===== config.mk =====
export PLATFORM = sky130hd
export DESIGN_NAME = mi4_div
export DESIGN_NICKNAME = d
export VERILOG_FILES = /design/src/sv/mi4_pkg.sv /design/src/sv/mi4_div.sv
export SDC_FILE = /design/constraint.sdc
export NUM_CORES = 1
export LEC_CHECK = 0
export BUFFER_PORTS_ARGS = -buffer_cell sky130_fd_sc_hd__buf_4
export CORE_MARGIN = 2
export CORE_UTILIZATION = 27
export CTS_CLUSTER_DIAMETER = 30
export DETAILED_ROUTE_END_ITERATION = 7
export PLACE_DENSITY_LB_ADDON = 0.05
export SKIP_CTS_REPAIR_TIMING = 1
export SYNTH_ARGS = -nofsm -noshare
export SYNTH_HDL_FRONTEND = slang
export SYNTH_SLANG_ARGS = --single-unit

===== constraint.sdc =====
create_clock -name clk_i -period 5.1 [get_ports clk_i]
set_input_delay 1.02 -clock clk_i [delete_from_list [all_inputs] [get_ports clk_i]]
set_output_delay 1.02 -clock clk_i [all_outputs]
set_load 0.1 [all_outputs]

===== src/sv/mi4_pkg.sv =====
// Shared types, constants and index functions for the 4x4 matrix inverse.
// Used by mi4_mul, mi4_div and matrix_inverse_4x4; depends on nothing.
package mi4_pkg;

  localparam int DEF_ENTRY_BITS = 32;
  localparam int DEF_FRAC_BITS  = 16;
  localparam int OUT_BITS       = 32;
  localparam int IN_BITS        = 32;

  typedef enum logic [3:0] {
    S_LOAD,
    S_RD0,
    S_GET0,
    S_GET1,
    S_MUL1,
    S_MUL2,
    S_DRD,
    S_DMUL,
    S_DWAIT,
    S_CHK,
    S_QRD,
    S_QDIV,
    S_QWAIT,
    S_EMIT
  } mi4_state_e;

  typedef struct packed {
    logic start;
    logic done;
  } mi4_unit_ctl_t;

  // Column picked for minor row k by permutation p of {0,1,2}.
  function automatic logic [1:0] perm_col(input logic [2:0] p, input logic [1:0] k);
    logic [5:0] cols;
    case (p)
      3'd0:    cols = {2'd2, 2'd1, 2'd0};
      3'd1:    cols = {2'd1, 2'd2, 2'd0};
      3'd2:    cols = {2'd2, 2'd0, 2'd1};
      3'd3:    cols = {2'd0, 2'd2, 2'd1};
      3'd4:    cols = {2'd1, 2'd0, 2'd2};
      3'd5:    cols = {2'd0, 2'd1, 2'd2};
      default: cols = {2'd2, 2'd1, 2'd0};
    endcase
    case (k)
      2'd0:    perm_col = cols[1:0];
      2'd1:    perm_col = cols[3:2];
      default: perm_col = cols[5:4];
    endcase
  endfunction

  function automatic logic perm_neg(input logic [2:0] p);
    perm_neg = (p == 3'd1) || (p == 3'd2) || (p == 3'd5);
  endfunction

  // Matrix address of factor k of term p in the minor that strikes row and column of ci.
  function automatic logic [3:0] minor_addr(input logic [3:0] ci, input logic [2:0] p,
                                            input logic [1:0] k);
    logic [1:0] row;
    logic [1:0] col;
    logic [1:0] j;
    j   = perm_col(p, k);
    row = (k >= ci[3:2]) ? k + 2'd1 : k;
    col = (j >= ci[1:0]) ? j + 2'd1 : j;
    minor_addr = {row, col};
  endfunction

endpackage


===== src/sv/mi4_div.sv =====
// Shared restoring divider, one quotient bit a cycle, keeping the low 32 quotient bits
// and a flag for any higher one. Depends on mi4_pkg.
module mi4_div #(
  parameter int NW = 3 * mi4_pkg::DEF_ENTRY_BITS + 3 + 2 * mi4_pkg::DEF_FRAC_BITS,
  parameter int DW = 4 * mi4_pkg::DEF_ENTRY_BITS + 5
) (
  input  logic                          clk_i,
  input  logic                          rst_ni,
  input  mi4_pkg::mi4_unit_ctl_t        ctl_i,
  output mi4_pkg::mi4_unit_ctl_t        ctl_o,
  input  logic [NW-1:0]                 num_i,
  input  logic [DW-1:0]                 den_i,
  output logic [mi4_pkg::OUT_BITS-1:0]  quot_o,
  output logic                          high_o
);

  localparam int CNTW = $clog2(NW + 1);
  localparam int QW   = mi4_pkg::OUT_BITS;

  logic            busy_q, done_q;
  logic [CNTW-1:0] cnt_q;
  logic [NW-1:0]   num_q;
  logic [DW-1:0]   den_q, rem_q, sh;
  logic [QW-1:0]   quot_q;
  logic            high_q, ge;

  assign sh = {rem_q[DW-2:0], num_q[NW-1]};
  assign ge = (sh >= den_q);

  always_ff @(posedge clk_i or negedge rst_ni) begin
    if (!rst_ni) begin
      busy_q <= 1'b0;
      done_q <= 1'b0;
      cnt_q  <= '0;
    end else begin
      done_q <= 1'b0;
      if (ctl_i.start) begin
        busy_q <= 1'b1;
        cnt_q  <= CNTW'(NW);
      end else if (busy_q) begin
        cnt_q <= cnt_q - 1'b1;
        if (cnt_q == CNTW'(1)) begin
          busy_q <= 1'b0;
          done_q <= 1'b1;
        end
      end
    end
  end

  always_ff @(posedge clk_i) begin
    if (ctl_i.start) begin
      num_q  <= num_i;
      den_q  <= den_i;
      rem_q  <= '0;
      quot_q <= '0;
      high_q <= 1'b0;
    end else if (busy_q) begin
      num_q  <= num_q << 1;
      rem_q  <= ge ? sh - den_q : sh;
      quot_q <= {quot_q[QW-2:0], ge};
      high_q <= high_q | quot_q[QW-1];
    end
  end

  assign quot_o      = quot_q;
  assign high_o      = high_q;
  assign ctl_o.done  = done_q;
  assign ctl_o.start = busy_q;

endmodule

==> summary.txt <==
CTS
  – Worst-path clk slew: around 0.04 ns
  – CTS tree: built
  – H-tree Lvls: 4
  – Root Driver: clkbuf_16
  – Clock Path Buffers: 3
  – Clock sinks: around 440
  – Skew-Pair Late Insertion Delay: 0.72 ns
  – CTS Buf Count: between 100 and 150

Route
  – Drt wl/cell: approximately 20 um
  – Final antenna-violating net count: 0
  – Iteration-0 DRC Markers: between 1000 and 1500
  – Vias per std cell: about 5
  – Final Routed Wirelength: around 90000 um
  – Via Count: around 23000
  – Residual DRC: 0
  – First-pass DRT Iterations: 5

Die
  – Initial cell density of the core: 0.273
  – Die extent in x: between 300 and 400 um
  – Die area: 0.101 sq mm
  – Core Box Area: between 0.09 and 0.1 sq mm
  – FP Rows: around 110
  – I/O pins: between 300 and 400
  – Die H: roughly 320 um

Worst setup path
  – Crit Path Class: flop to flop
  – Worst reg-to-reg path cell count: 13
  – FF-to-FF Start: den_q[18]$_DFFE_PP_
  – Worst-path maximum fanout: between 100 and 150
  – Startpoint Class: flop
  – CP required: 5.70 ns
  – Worst path most repeated cell: a21oi_1
  – Worst setup EP type: flop
  – R2R setup slack: 0.44 ns
  – Crit-path cells: inv_1 > ha_1 > a21oi_1 > o21ai_1 > a21oi_1 > a31oi_4 > a211oi_4 > o21ai_4 > a311oi_4 > o21a_4 > buf_12 > o21ai_0 > a22o_1
  – RR Endpoint: rem_q[79]$_SDFFE_PP0P_
  – Worst EP arrival: about 5.3 ns
  – CP max-delay cell: a311oi_4
  – Max incr delay on CP: slightly below 0.6 ns

Synthesis
  – Syn Std Cell Area: approximately 0.026 sq mm
  – Yosys warns: 0
  – Synth Area per Inst: slightly above 9 sq um
  – Largest family of logic cells by synthesized area: compound AO/OA/AOI/OAI gates
  – XOR/XNOR Fraction of Synth Area: 0.0347
  – Sequential element share of the synthesized area: 0.433
  – Synth async-reset ratio: 0.0228
  – Synth Area in Simple Gates: 0.150
  – Yosys reg bits: between 400 and 500
  – Synth Area in Compound Gates: 0.193
  – Syn Inst Count: ~2900
  – Post-synthesis mux area share: 0.0743
  – Adder-cell share of the synthesized area: 0.0645
  – Synth Flop Type: edfxtp_1
  – Number of synthesized flops with an enable pin: between 200 and 300
  – Post-synth net total: ~3300
  – Distinct cells, synth: 88

Timing
  – Rel. slew slack: 0.264
  – Final Skew: 0.0362 ns
  – Final setup fails: 0
  – Slew Viols, Final: 0
  – Slew @ Worst Pin: 1.10 ns
  – Peak Freq: 0.215 GHz
  – RSZ-0062 raised after global routing: no
  – Final hold violations: 0
  – Hold_ws: approximately 0.12 ns
  – Setup_tns: 0 ns
  – Fin crit share: 0.913
  – Min Tclk post-route: 4.66 ns

Power
  – VDD IR-drop max: slightly above 0.3 mV
  – Pwr/cell area: between 300 and 400 mW/mm^2
  – Pleak: 14.5 nW

Min path
  – Hold crit path type: input pin to async pin

GRT
  – Initial antenna violation count: 10
  – Global-route wire length before repair: roughly 140000 um
  – Via count of the first global-routing pass: around 24000
  – Largest net degree at the start of global routing: between 150 and 200
  – Total Routing Usage GR: 0.178
  – Total grt overflow: 0

Final layout
  – Layout area overhead: 30.8%
  – Fillers: about 10000
  – Most common cell after layout, fill and taps aside: buf_4
  – Fraction of final layout cells sized beyond drive strength 1: 0.214
  – Most frequent cells in the layout: buf_4 (340), nand2_1 (334), nor2_1 (290)
  – NumNets Final: ~3600

Place
  – I/O Buffers: about 300
  – Gpl congestion: between 0.8 and 0.9
  – Hpwl dp: ~67000 um

Status
  – Status: completed

Flow run
  – Max-cap check violation count: 0
sequential cells by signal, indices dropped and copies added, names as in the netlist:
register / count
num_q: 131
quot_o: 32
busy_q: 1
done_q: 1
high_o: 1
cnt_q: 8
rem_q: 132
den_q: 133
final cells by class:
type	instances	area, sq um	area share
multi-input cells	2089	13700	0.395
flip-flops and latches	439	11500	0.331
clock buffers	183	3880	0.112
repair buffers	343	2610	0.0752
well taps	1276	1600	0.0461
clock inverters	75	724	0.0209
inverters	178	671	0.0193
diodes	2	5.00	0.000144
logic make-up after synthesis:
kind of cell / Yosys count
simple gates: 891
buf+inv: 338
flops: 439
compound gates: 777
xor+xnor: 105
fa+ha+maj: 136
mux: 180
worst max-delay path, delay by kind of cell (launching register included):
family | cells | cell delay, ns
buffers and inverters | 2 | 0.46
AOI/OAI and AO/OA | 10 | 3.15
adders and majority gates | 1 | 0.39
DFF | 1 | 0.32
Yosys cell counts (all sizes together), types with 13 or more instances:
cell type,instances,area (sq um)
a21o,59,443
nor4,14,93.8
nand3,42,210
clkbuf,113,424
ha,135,1690
dfxtp,165,3300
buf,47,245
nor2,291,1090
o21a,13,98.9
o21ai,142,729
edfxtp,264,7930
inv,178,668
a211oi,52,408
o21bai,42,315
mux2,134,1510
and3,15,93.8
nand2b,22,138
a21oi,262,1320
nand2,335,1260
nor3,41,210
nand4,63,400
o211ai,14,105
xnor2,67,587
a311oi,68,613
mux2i,46,460
xor2,38,333
or3,20,125
a31oi,17,136
routing by layer:
layer	vias up	GRT usage	wire length, um
li1	11200	-	-
met1	11000	0.219	39500
met2	658	0.282	40900
met3	191	0.0599	6640
met4	16	0.0769	3230
met5	-	0	106
how the worst max path moves through the flow:
stage | startpoint | to | slack (ns) | depth (start not counted)
2_1_floorplan | ctl_i[1] | num_q[0]$_SDFFCE_PN0P_ | 0.54 | 4
3_3_place_gp | den_q[1]$_DFFE_PP_ | rem_q[104]$_SDFFE_PP0P_ | 0.57 | 14
3_5_place_dp | den_q[18]$_DFFE_PP_ | rem_q[79]$_SDFFE_PP0P_ | 0.58 | 13
4_1_cts | den_q[1]$_DFFE_PP_ | rem_q[104]$_SDFFE_PP0P_ | 0.54 | 14
5_1_grt | den_q[18]$_DFFE_PP_ | rem_q[75]$_SDFFE_PP0P_ | 0.29 | 13
6_report | den_q[18]$_DFFE_PP_ | rem_q[79]$_SDFFE_PP0P_ | 0.44 | 13
metrics by stage:
step	total power, mW	utilization	setup WS (ns)	cells	instance area, sq um
2_1_floorplan	4.86	-	0.536	2866	26500
3_3_place_gp	5.31	0.310	0.573	4325	30000
3_5_place_dp	5.31	0.310	0.584	4325	30000
4_1_cts	13.7	0.357	0.539	4583	34700
5_1_grt	14.1	0.357	0.287	4583	34700
6_report	13.5	0.357	0.442	4585	34700
power breakdown:
group	switching (mW)	internal, mW	total [mW]
clock	2.55	5.68	8.23
sequential	0.0883	4.03	4.12
combinational	0.643	0.488	1.13
Note: power is estimated with default switching activity, not from simulation.
