[config.mk]
export PLATFORM = sky130hd
export DESIGN_NAME = mi4_mul
export DESIGN_NICKNAME = d
export VERILOG_FILES = /design/src/sv/mi4_pkg.sv /design/src/sv/mi4_mul.sv
export SDC_FILE = /design/constraint.sdc
export NUM_CORES = 1
export LEC_CHECK = 0
export BUFFER_PORTS_ARGS = -buffer_cell sky130_fd_sc_hd__clkbuf_2
export CORE_MARGIN = 2
export CORE_UTILIZATION = 40
export CTS_BUF_LIST = sky130_fd_sc_hd__clkbuf_4
export DETAILED_ROUTE_END_ITERATION = 8
export MAX_ROUTING_LAYER = met4
export PLACE_DENSITY_LB_ADDON = 0.3
export RECOVER_POWER = 25
export SLEW_MARGIN = 5
export SYNTH_ARGS = -nofsm -noshare
export SYNTH_HDL_FRONTEND = slang
export SYNTH_SLANG_ARGS = --single-unit
[constraint.sdc]
create_clock -name clk_i -period 13.84 [get_ports clk_i]
set_input_delay 1.384 -clock clk_i [delete_from_list [all_inputs] [get_ports clk_i]]
set_output_delay 1.384 -clock clk_i [all_outputs]
set_load 0.1 [all_outputs]
[src/sv/mi4_pkg.sv]
// Shared types, constants and index functions for the 4x4 matrix inverse.
// Used by mi4_mul, mi4_div and matrix_inverse_4x4; depends on nothing.
package mi4_pkg;

  localparam int DEF_ENTRY_BITS = 32;
  localparam int DEF_FRAC_BITS  = 16;
  localparam int OUT_BITS       = 32;
  localparam int IN_BITS        = 32;

  typedef enum logic [3:0] {
    S_LOAD,
    S_RD0,
    S_GET0,
    S_GET1,
    S_MUL1,
    S_MUL2,
    S_DRD,
    S_DMUL,
    S_DWAIT,
    S_CHK,
    S_QRD,
    S_QDIV,
    S_QWAIT,
    S_EMIT
  } mi4_state_e;

  typedef struct packed {
    logic start;
    logic done;
  } mi4_unit_ctl_t;

  // Column picked for minor row k by permutation p of {0,1,2}.
  function automatic logic [1:0] perm_col(input logic [2:0] p, input logic [1:0] k);
    logic [5:0] cols;
    case (p)
      3'd0:    cols = {2'd2, 2'd1, 2'd0};
      3'd1:    cols = {2'd1, 2'd2, 2'd0};
      3'd2:    cols = {2'd2, 2'd0, 2'd1};
      3'd3:    cols = {2'd0, 2'd2, 2'd1};
      3'd4:    cols = {2'd1, 2'd0, 2'd2};
      3'd5:    cols = {2'd0, 2'd1, 2'd2};
      default: cols = {2'd2, 2'd1, 2'd0};
    endcase
    case (k)
      2'd0:    perm_col = cols[1:0];
      2'd1:    perm_col = cols[3:2];
      default: perm_col = cols[5:4];
    endcase
  endfunction

  function automatic logic perm_neg(input logic [2:0] p);
    perm_neg = (p == 3'd1) || (p == 3'd2) || (p == 3'd5);
  endfunction

  // Matrix address of factor k of term p in the minor that strikes row and column of ci.
  function automatic logic [3:0] minor_addr(input logic [3:0] ci, input logic [2:0] p,
                                            input logic [1:0] k);
    logic [1:0] row;
    logic [1:0] col;
    logic [1:0] j;
    j   = perm_col(p, k);
    row = (k >= ci[3:2]) ? k + 2'd1 : k;
    col = (j >= ci[1:0]) ? j + 2'd1 : j;
    minor_addr = {row, col};
  endfunction

endpackage

[src/sv/mi4_mul.sv]
// Shared shift-add multiplier: wide signed word times a signed entry, one bit a cycle.
// Depends on mi4_pkg.
module mi4_mul #(
  parameter int EW = mi4_pkg::DEF_ENTRY_BITS,
  parameter int MW = 4 * mi4_pkg::DEF_ENTRY_BITS + 5
) (
  input  logic                 clk_i,
  input  logic                 rst_ni,
  input  mi4_pkg::mi4_unit_ctl_t ctl_i,
  output mi4_pkg::mi4_unit_ctl_t ctl_o,
  input  logic [MW-1:0]        x_i,
  input  logic [EW-1:0]        y_i,
  output logic [MW-1:0]        prod_o
);

  localparam int CNTW = $clog2(EW + 1);

  logic            busy_q, done_q;
  logic [CNTW-1:0] cnt_q;
  logic [MW-1:0]   acc_q, x_q;
  logic [EW-1:0]   mag_q;
  logic            neg_q;

  always_ff @(posedge clk_i or negedge rst_ni) begin
    if (!rst_ni) begin
      busy_q <= 1'b0;
      done_q <= 1'b0;
      cnt_q  <= '0;
    end else begin
      done_q <= 1'b0;
      if (ctl_i.start) begin
        busy_q <= 1'b1;
        cnt_q  <= CNTW'(EW);
      end else if (busy_q) begin
        cnt_q <= cnt_q - 1'b1;
        if (cnt_q == CNTW'(1)) begin
          busy_q <= 1'b0;
          done_q <= 1'b1;
        end
      end
    end
  end

  always_ff @(posedge clk_i) begin
    if (ctl_i.start) begin
      acc_q <= '0;
      x_q   <= x_i;
      neg_q <= y_i[EW-1];
      mag_q <= y_i[EW-1] ? -y_i : y_i;
    end else if (busy_q) begin
      acc_q <= (acc_q << 1) + (mag_q[EW-1] ? x_q : '0);
      mag_q <= mag_q << 1;
    end
  end

  assign prod_o      = neg_q ? -acc_q : acc_q;
  assign ctl_o.done  = done_q;
  assign ctl_o.start = busy_q;

  a_no_restart: assert property (@(posedge clk_i) disable iff (!rst_ni)
    ctl_i.start |-> !busy_q)
    else $error("multiplier started while busy");

endmodule

==> results of run 1 <==
[cell type report]
cell class,instances,area (um2)
multi-input combinational,2328,15100
tap,773,967
fill,5939,31900
inverter,60,225
antenna,4,10.0
clock buffer,140,1050
timing repair buffer,323,1650
sequential,307,7850
clock inverter,31,161
[per-layer routing]
metal	GRT usage (%)	part of all wire, %	vias up
li1	-	-	11050
met3	5.88	7.4	152
met5	-	0	-
met4	10.9	3.5	0
met2	40.1	43	812
met1	36.2	46	10738
[critical path: cells and delay by family (launching register included)]
kind	cells	cell delay, ns
AOI/OAI and AO/OA	1	0.27
buffers and inverters	2	0.75
and+or+nand+nor	7	3.76
xor gates and xnor gates	1	0.17
DFF	1	0.38
[cell families after synthesis]
group           after synthesis  synth area share [%]
compound gates              853                  22.5
fa+ha+maj                   136                  7.20
mux                          47                  1.99
buf+inv                     217                  3.56
xor+xnor                    269                  9.92
simple gates               1023                  21.8
flops                       307                  33.0
[Yosys cell counts (all sizes together) (48+ instances only)]
cell and n:
a21oi 261, nand2 290, nor3 63, o21bai 48
nand4 91, inv 60, ha 135, edfxtp 166
o21ai 229, nor2 232, dfxtp 133, and2 139
o31ai 66, xor2 73, clkbuf 145, xnor2 196
a21o 57
[per-stage QoR]
stage	util, %	setup WS [ns]
2_1_floorplan	-	8.14
3_3_place_gp	43.8	7.29
3_5_place_dp	43.8	7.25
4_1_cts	45.9	6.27
5_1_grt	45.8	6.05
6_report	45.8	6.25
[worst max-delay path by stage]
stage | from | cells after the start | to | slack [ns]
after floorplan | acc_q[10]$_SDFFE_PP0P_ | 9 | prod_o[87] | 8.14
after global placement | acc_q[18]$_SDFFE_PP0P_ | 11 | prod_o[106] | 7.29
after detailed placement | acc_q[18]$_SDFFE_PP0P_ | 11 | prod_o[106] | 7.25
after CTS | acc_q[18]$_SDFFE_PP0P_ | 11 | prod_o[106] | 6.27
after global routing | acc_q[18]$_SDFFE_PP0P_ | 11 | prod_o[106] | 6.05
final | acc_q[18]$_SDFFE_PP0P_ | 11 | prod_o[106] | 6.25
[flip-flops by register name (all words and copies together) (netlist names)]
| name | cells |
|---|---|
| acc_q | 133 |
| busy_q | 1 |
| cnt_q | 6 |
| done_q | 1 |
| mag_q | 32 |
| neg_q | 1 |
| x_q | 133 |
[power by group]
part           internal (mW)  switching [mW]  leakage, nW
Clock                  0.481           0.444        0.721
Sequential              1.09           0.151         2.83
Combinational          0.517            1.66         7.46
Total                   2.09            2.25         11.0
==> results.py, run 1 <==
metrics = {
    "run_status": {
        "status": "complete, but fails checks",
        "violations": "max-capacitance violations, max-slew violations",
    },
    "yosys": {
        "synth.largest_area_cell": "edfxtp_1",
        "synthCells": 2852,
        "ys_seq_area_share_pct": 33.0,
        "synth_nets": 3157,
        "yosysTopAreaCellShare_pct": 21.0,
        "yosys-top-cells-area": "edfxtp_1 (21%), dfxtp_1 (11%), xnor2_1 (7.2%)",
        "syn_avg_cell_area_um2": 8.33,
        "ys_seq_elements": 307,
        "syn-cell-area_um2": 23800,
        "synth_cell_type_count": 91,
        "synthArstFlopShare_pct": 2.61,
        "synth_edf_count": 166,
        "ys_warn_count": 0,
        "synth-main-ff-cell": "edfxtp_1",
    },
    "grt": {
        "grt_pass1_vias": 21827,
        "grt_overflow": 0,
        "grt_usage_pct": 27.2,
        "grt_first_pass_wirelength_um": 125000,
        "antenna_found_initial": 5,
        "grt_max_degree": 91,
    },
    "critical_path": {
        "critPathMaxStageDelay_ns": 0.80,
        "slowest_stage": "nor4_1",
        "worstPathArrival_ns": 6.20,
        "reg2reg_slack_ns": 8.30,
        "r2r-start": "mag_q[31]$_DFFE_PP_",
        "worst_setup_path_end_kind": "output pin",
        "worstPathMaxFanout": 8,
        "r2r_end": "acc_q[105]$_SDFFE_PP0P_",
        "cpMostUsedCell": "or4_1",
        "path_cells": "or4_4, or4_1, nor4_1, nand4_1, inv_1, and2_1, nand3_1, or4_1, o31ai_1, xnor2_1, clkbuf_2",
        "start_kind": "flip-flop",
        "critPathKind": "reg -> out",
        "ff2ff_path_depth": 15,
        "cp.required_ns": 12.46,
    },
    "routing": {
        "vias": 22752,
        "drc": 0,
        "drtAntennaViolNets": 0,
        "drtIter0Drc": 1874,
        "routedWlPerCell_um": 20.9,
        "first_pass_iters": 6,
        "vias_per_cell": 5.74,
        "drt_wl_total_um": 82800,
    },
    "sta": {
        "rsz0062_at_grt": "false",
        "final.period_utilization_pct": 54.8,
        "tightest_slew_ns": 1.76,
        "relSlewSlack_pct": -17.1,
        "fin_crit_ns": 7.59,
        "fin_hold_ws_ns": 0.398,
        "hold_viol": 0,
        "setup_tns_ns": 0,
        "fin_skew_ns": 0.0700,
        "timing.fmax_mhz": 132,
        "setup_viol_count_final": 0,
        "final_max_slew_viol_count": 33,
    },
    "floorplan": {
        "die_w_um": 248,
        "row_count": 89,
        "core-area_um2": 58900,
        "ioPinCount": 304,
        "dieArea_um2": 61300,
        "die_h_um": 248,
        "start_util_pct": 40.3,
    },
    "placement": {
        "postPlaceCellArea_um2": 25800,
        "gp_congestion": 0.990,
        "io_buffers": 302,
        "dp.cells": 3791,
        "hpwlAfterDp_um": 63500,
    },
    "run": {
        "max_cap_violations": 1,
    },
    "cts": {
        "post_cts_buffers": 0,
        "clkSinkCount": 307,
        "cts_tree": "done",
        "cts_buffer_depth": 3,
        "cts_hold_buf": 0,
        "numCtsBuffers": 92,
        "clock_latency_ns": 0.89,
        "htreeDepth": 3,
        "path_clk_slew_ns": 0.08,
        "clock-root-buffer": "clkbuf_4",
        "cts_resized": 0,
    },
    "pwr": {
        "vdd_drop_max_mv": 0.215,
        "total_power_mw": 4.34,
        "power_density_nw_per_um2": 161,
        "leakage_nw": 11.0,
    },
    "final_layout": {
        "stdcell_count": 3966,
        "drive_gt1_share_pct": 16.1,
        "area_growth_syn_to_layout_pct": 13.6,
        "layout.nets": 3417,
        "final_cell_area_um2": 27000,
        "final_common_cell": "nand2_1",
        "layout_common_cells": "nand2_1 (289), clkbuf_2 (287), a21oi_1 (261), nor2_1 (231), o21ai_0 (229)",
    },
    "min_path": {
        "hold_path.class": "in -> async",
    },
}
(Power assumes the default switching activity.)
==> run 2, diff against run 1 <==
clock period = 6.6 ns   (was 13.84 ns; I/O delays follow)
==> results.py, run 2 (synthesized netlist as in run 1, its figures left out) <==
metrics = {
    "floorplan": {
        "die_w_um": 248,
        "start_util_pct": 40.3,
        "dieArea_um2": 61300,
        "die_h_um": 248,
        "ioPinCount": 304,
        "row_count": 89,
        "core-area_um2": 58900,
    },
    "sta": {
        "setup_viol_count_final": 0,
        "fin_skew_ns": 0.102,
        "hold_viol": 0,
        "final.period_utilization_pct": 96.4,
        "tightest_slew_ns": 2.96,
        "fin_crit_ns": 6.36,
        "relSlewSlack_pct": -97.7,
        "fin_hold_ws_ns": 0.153,
        "timing.fmax_mhz": 157,
        "final_max_slew_viol_count": 59,
        "rsz0062_at_grt": "false",
        "setup_tns_ns": 0,
    },
    "pwr": {
        "power_switching_mw": 4.76,
        "power_frac_comb_pct": 49.8,
        "clock_power_share_pct": 21.8,
        "swShare_pct": 51.3,
        "vdd_drop_max_mv": 0.363,
        "power_density_nw_per_um2": 326,
        "leakage_nw": 11.6,
        "seqPwrFrac_pct": 28.4,
        "total_power_mw": 9.26,
        "p_int_mw": 4.51,
    },
    "cts": {
        "clock-root-buffer": "clkbuf_4",
        "path_clk_slew_ns": 0.06,
        "cts_buffer_depth": 3,
        "numCtsBuffers": 89,
        "htreeDepth": 3,
        "clkSinkCount": 307,
        "cts_tree": "done",
        "clock_latency_ns": 0.96,
    },
    "critical_path": {
        "path_cells": "or4_4, or4_1, nor4_2, nand2_1, or2_2, or3_1, nor2_1, nand2_1, o41ai_1, xnor2_1, clkbuf_2",
        "worstPathArrival_ns": 5.70,
        "worstPathMaxFanout": 6,
        "r2r_end": "acc_q[123]$_SDFFE_PP0P_",
        "start_kind": "flip-flop",
        "worst_setup_path_end_kind": "output pin",
        "reg2reg_slack_ns": 1.57,
        "slowest_stage": "or4_1",
        "cp.required_ns": 5.94,
        "critPathKind": "reg -> out",
        "cpMostUsedCell": "nand2_1",
        "critPathMaxStageDelay_ns": 0.64,
        "r2r-start": "mag_q[31]$_DFFE_PP_",
        "ff2ff_path_depth": 13,
    },
    "routing": {
        "routedWlPerCell_um": 20.6,
        "drc": 0,
        "drtIter0Drc": 1875,
        "first_pass_iters": 5,
        "drt_wl_total_um": 84700,
        "vias_per_cell": 5.69,
        "drtAntennaViolNets": 0,
        "vias": 23366,
    },
    "final_layout": {
        "final_common_cell": "clkbuf_2",
        "layout_common_cells": "clkbuf_2 (293), nand2_1 (289), a21oi_1 (261), nor2_1 (231), o21ai_0 (229)",
        "top_regs": "acc_q (133), x_q (133), mag_q (32)",
        "utilization_pct": 48.3,
        "area_growth_syn_to_layout_pct": 19.7,
        "layout.nets": 3553,
        "drive_gt1_share_pct": 16.0,
    },
    "grt": {
        "grt_pass1_vias": 22311,
        "grt_first_pass_wirelength_um": 129000,
        "grt_overflow": 0,
        "grt_usage_pct": 27.9,
        "antenna_found_initial": 4,
        "grt_max_degree": 93,
    },
    "min_path": {
        "holdPathStages": 3,
        "hp-start": "y_i[0]",
        "holdPathEnd": "mag_q[0]$_SDFFCE_PN0P_",
        "hold_path.class": "in -> reg",
    },
    "run_status": {
        "violations": "max-capacitance violations, max-slew violations",
        "status": "complete, but fails checks",
    },
    "run": {
        "max_cap_violations": 1,
    },
    "placement": {
        "hpwlAfterDp_um": 63800,
        "io_buffers": 302,
        "gp_congestion": 1.01,
    },
}
-- run 2: cell count changes in the layout (fill, tap and decap cells not counted), moves of 3 or more --
cell | previous run | this run
clkinv_1 | 22 | 13
diode_2 | 4 | 7
clkbuf_4 | 140 | 145
clkbuf_1 | 16 | 9
dlygate4sd3_1 | 0 | 134
clkbuf_2 | 287 | 293
buf_4 | 20 | 26
-- run 2: how the worst max path moves through the flow --
stage | start | to | slack (ns) | cells past startpoint
after floorplan | acc_q[10]$_SDFFE_PP0P_ | prod_o[87] | 1.63 | 9
after global placement | acc_q[18]$_SDFFE_PP0P_ | prod_o[96] | 1.03 | 11
after detailed placement | acc_q[18]$_SDFFE_PP0P_ | prod_o[96] | 0.98 | 11
after CTS | acc_q[18]$_SDFFE_PP0P_ | prod_o[96] | 0.22 | 11
after global routing | acc_q[19]$_SDFFE_PP0P_ | prod_o[96] | 0.004 | 11
final | acc_q[19]$_SDFFE_PP0P_ | prod_o[96] | 0.24 | 11
-- run 2: area by class of cell --
cell class,instances,area [um2]
Clock buffer,145,1090
Clock inverter,23,158
Inverter,60,225
Sequential cell,307,7850
Timing Repair Buffer,462,3040
Multi-Input combinational cell,2328,15100
Tap cell,773,967
Antenna cell,7,17.5
Fill cell,5808,30500
-- run 2: timing repair --
| action | 4_1_cts | 5_1_grt |
|---|---|---|
| hold buffers | 134 | 0 |
| hold endpoints to repair | 141 | 0 |
| setup buffers | 0 | 0 |
| resized for setup | 1 | 0 |
| endpoints found under the setup margin | 1 | 0 |
-- run 2: per-layer routing --
metal	GRT usage [%]	part of all wire, %
met1	37.0	45
met2	42.1	44
met3	5.59	7.6
met4	10.0	3.3
met5	-	0
-- run 2: power groups by stage --
stage	Sequential (mW)	Clock [mW]	Combinational, mW
finish	2.63	2.02	4.62
global route	2.66	2.17	4.89
CTS	2.62	2.07	4.60
detailed placement	2.66	0	4.52
global placement	2.65	0	4.51
floorplan	2.54	0	3.62
-- run 2: critical path, delay by kind of cell (launching register included) --
kind / cells / cell delay (ns)
AND/OR/NAND/NOR: 8 / 3.30
flip-flops: 1 / 0.37
XOR/XNOR: 1 / 0.19
buffers and inverters: 1 / 0.49
AO/OA/AOI/OAI: 1 / 0.38
-- run 2: through the flow --
stage	worst slack, ns	cell area, um2	std cells
after floorplan	1.63	23800	2852
after global placement	1.03	25800	3796
after detailed placement	0.977	25800	3796
after CTS	0.217	28400	4098
after global routing	0.00444	28400	4105
final	0.240	28400	4105
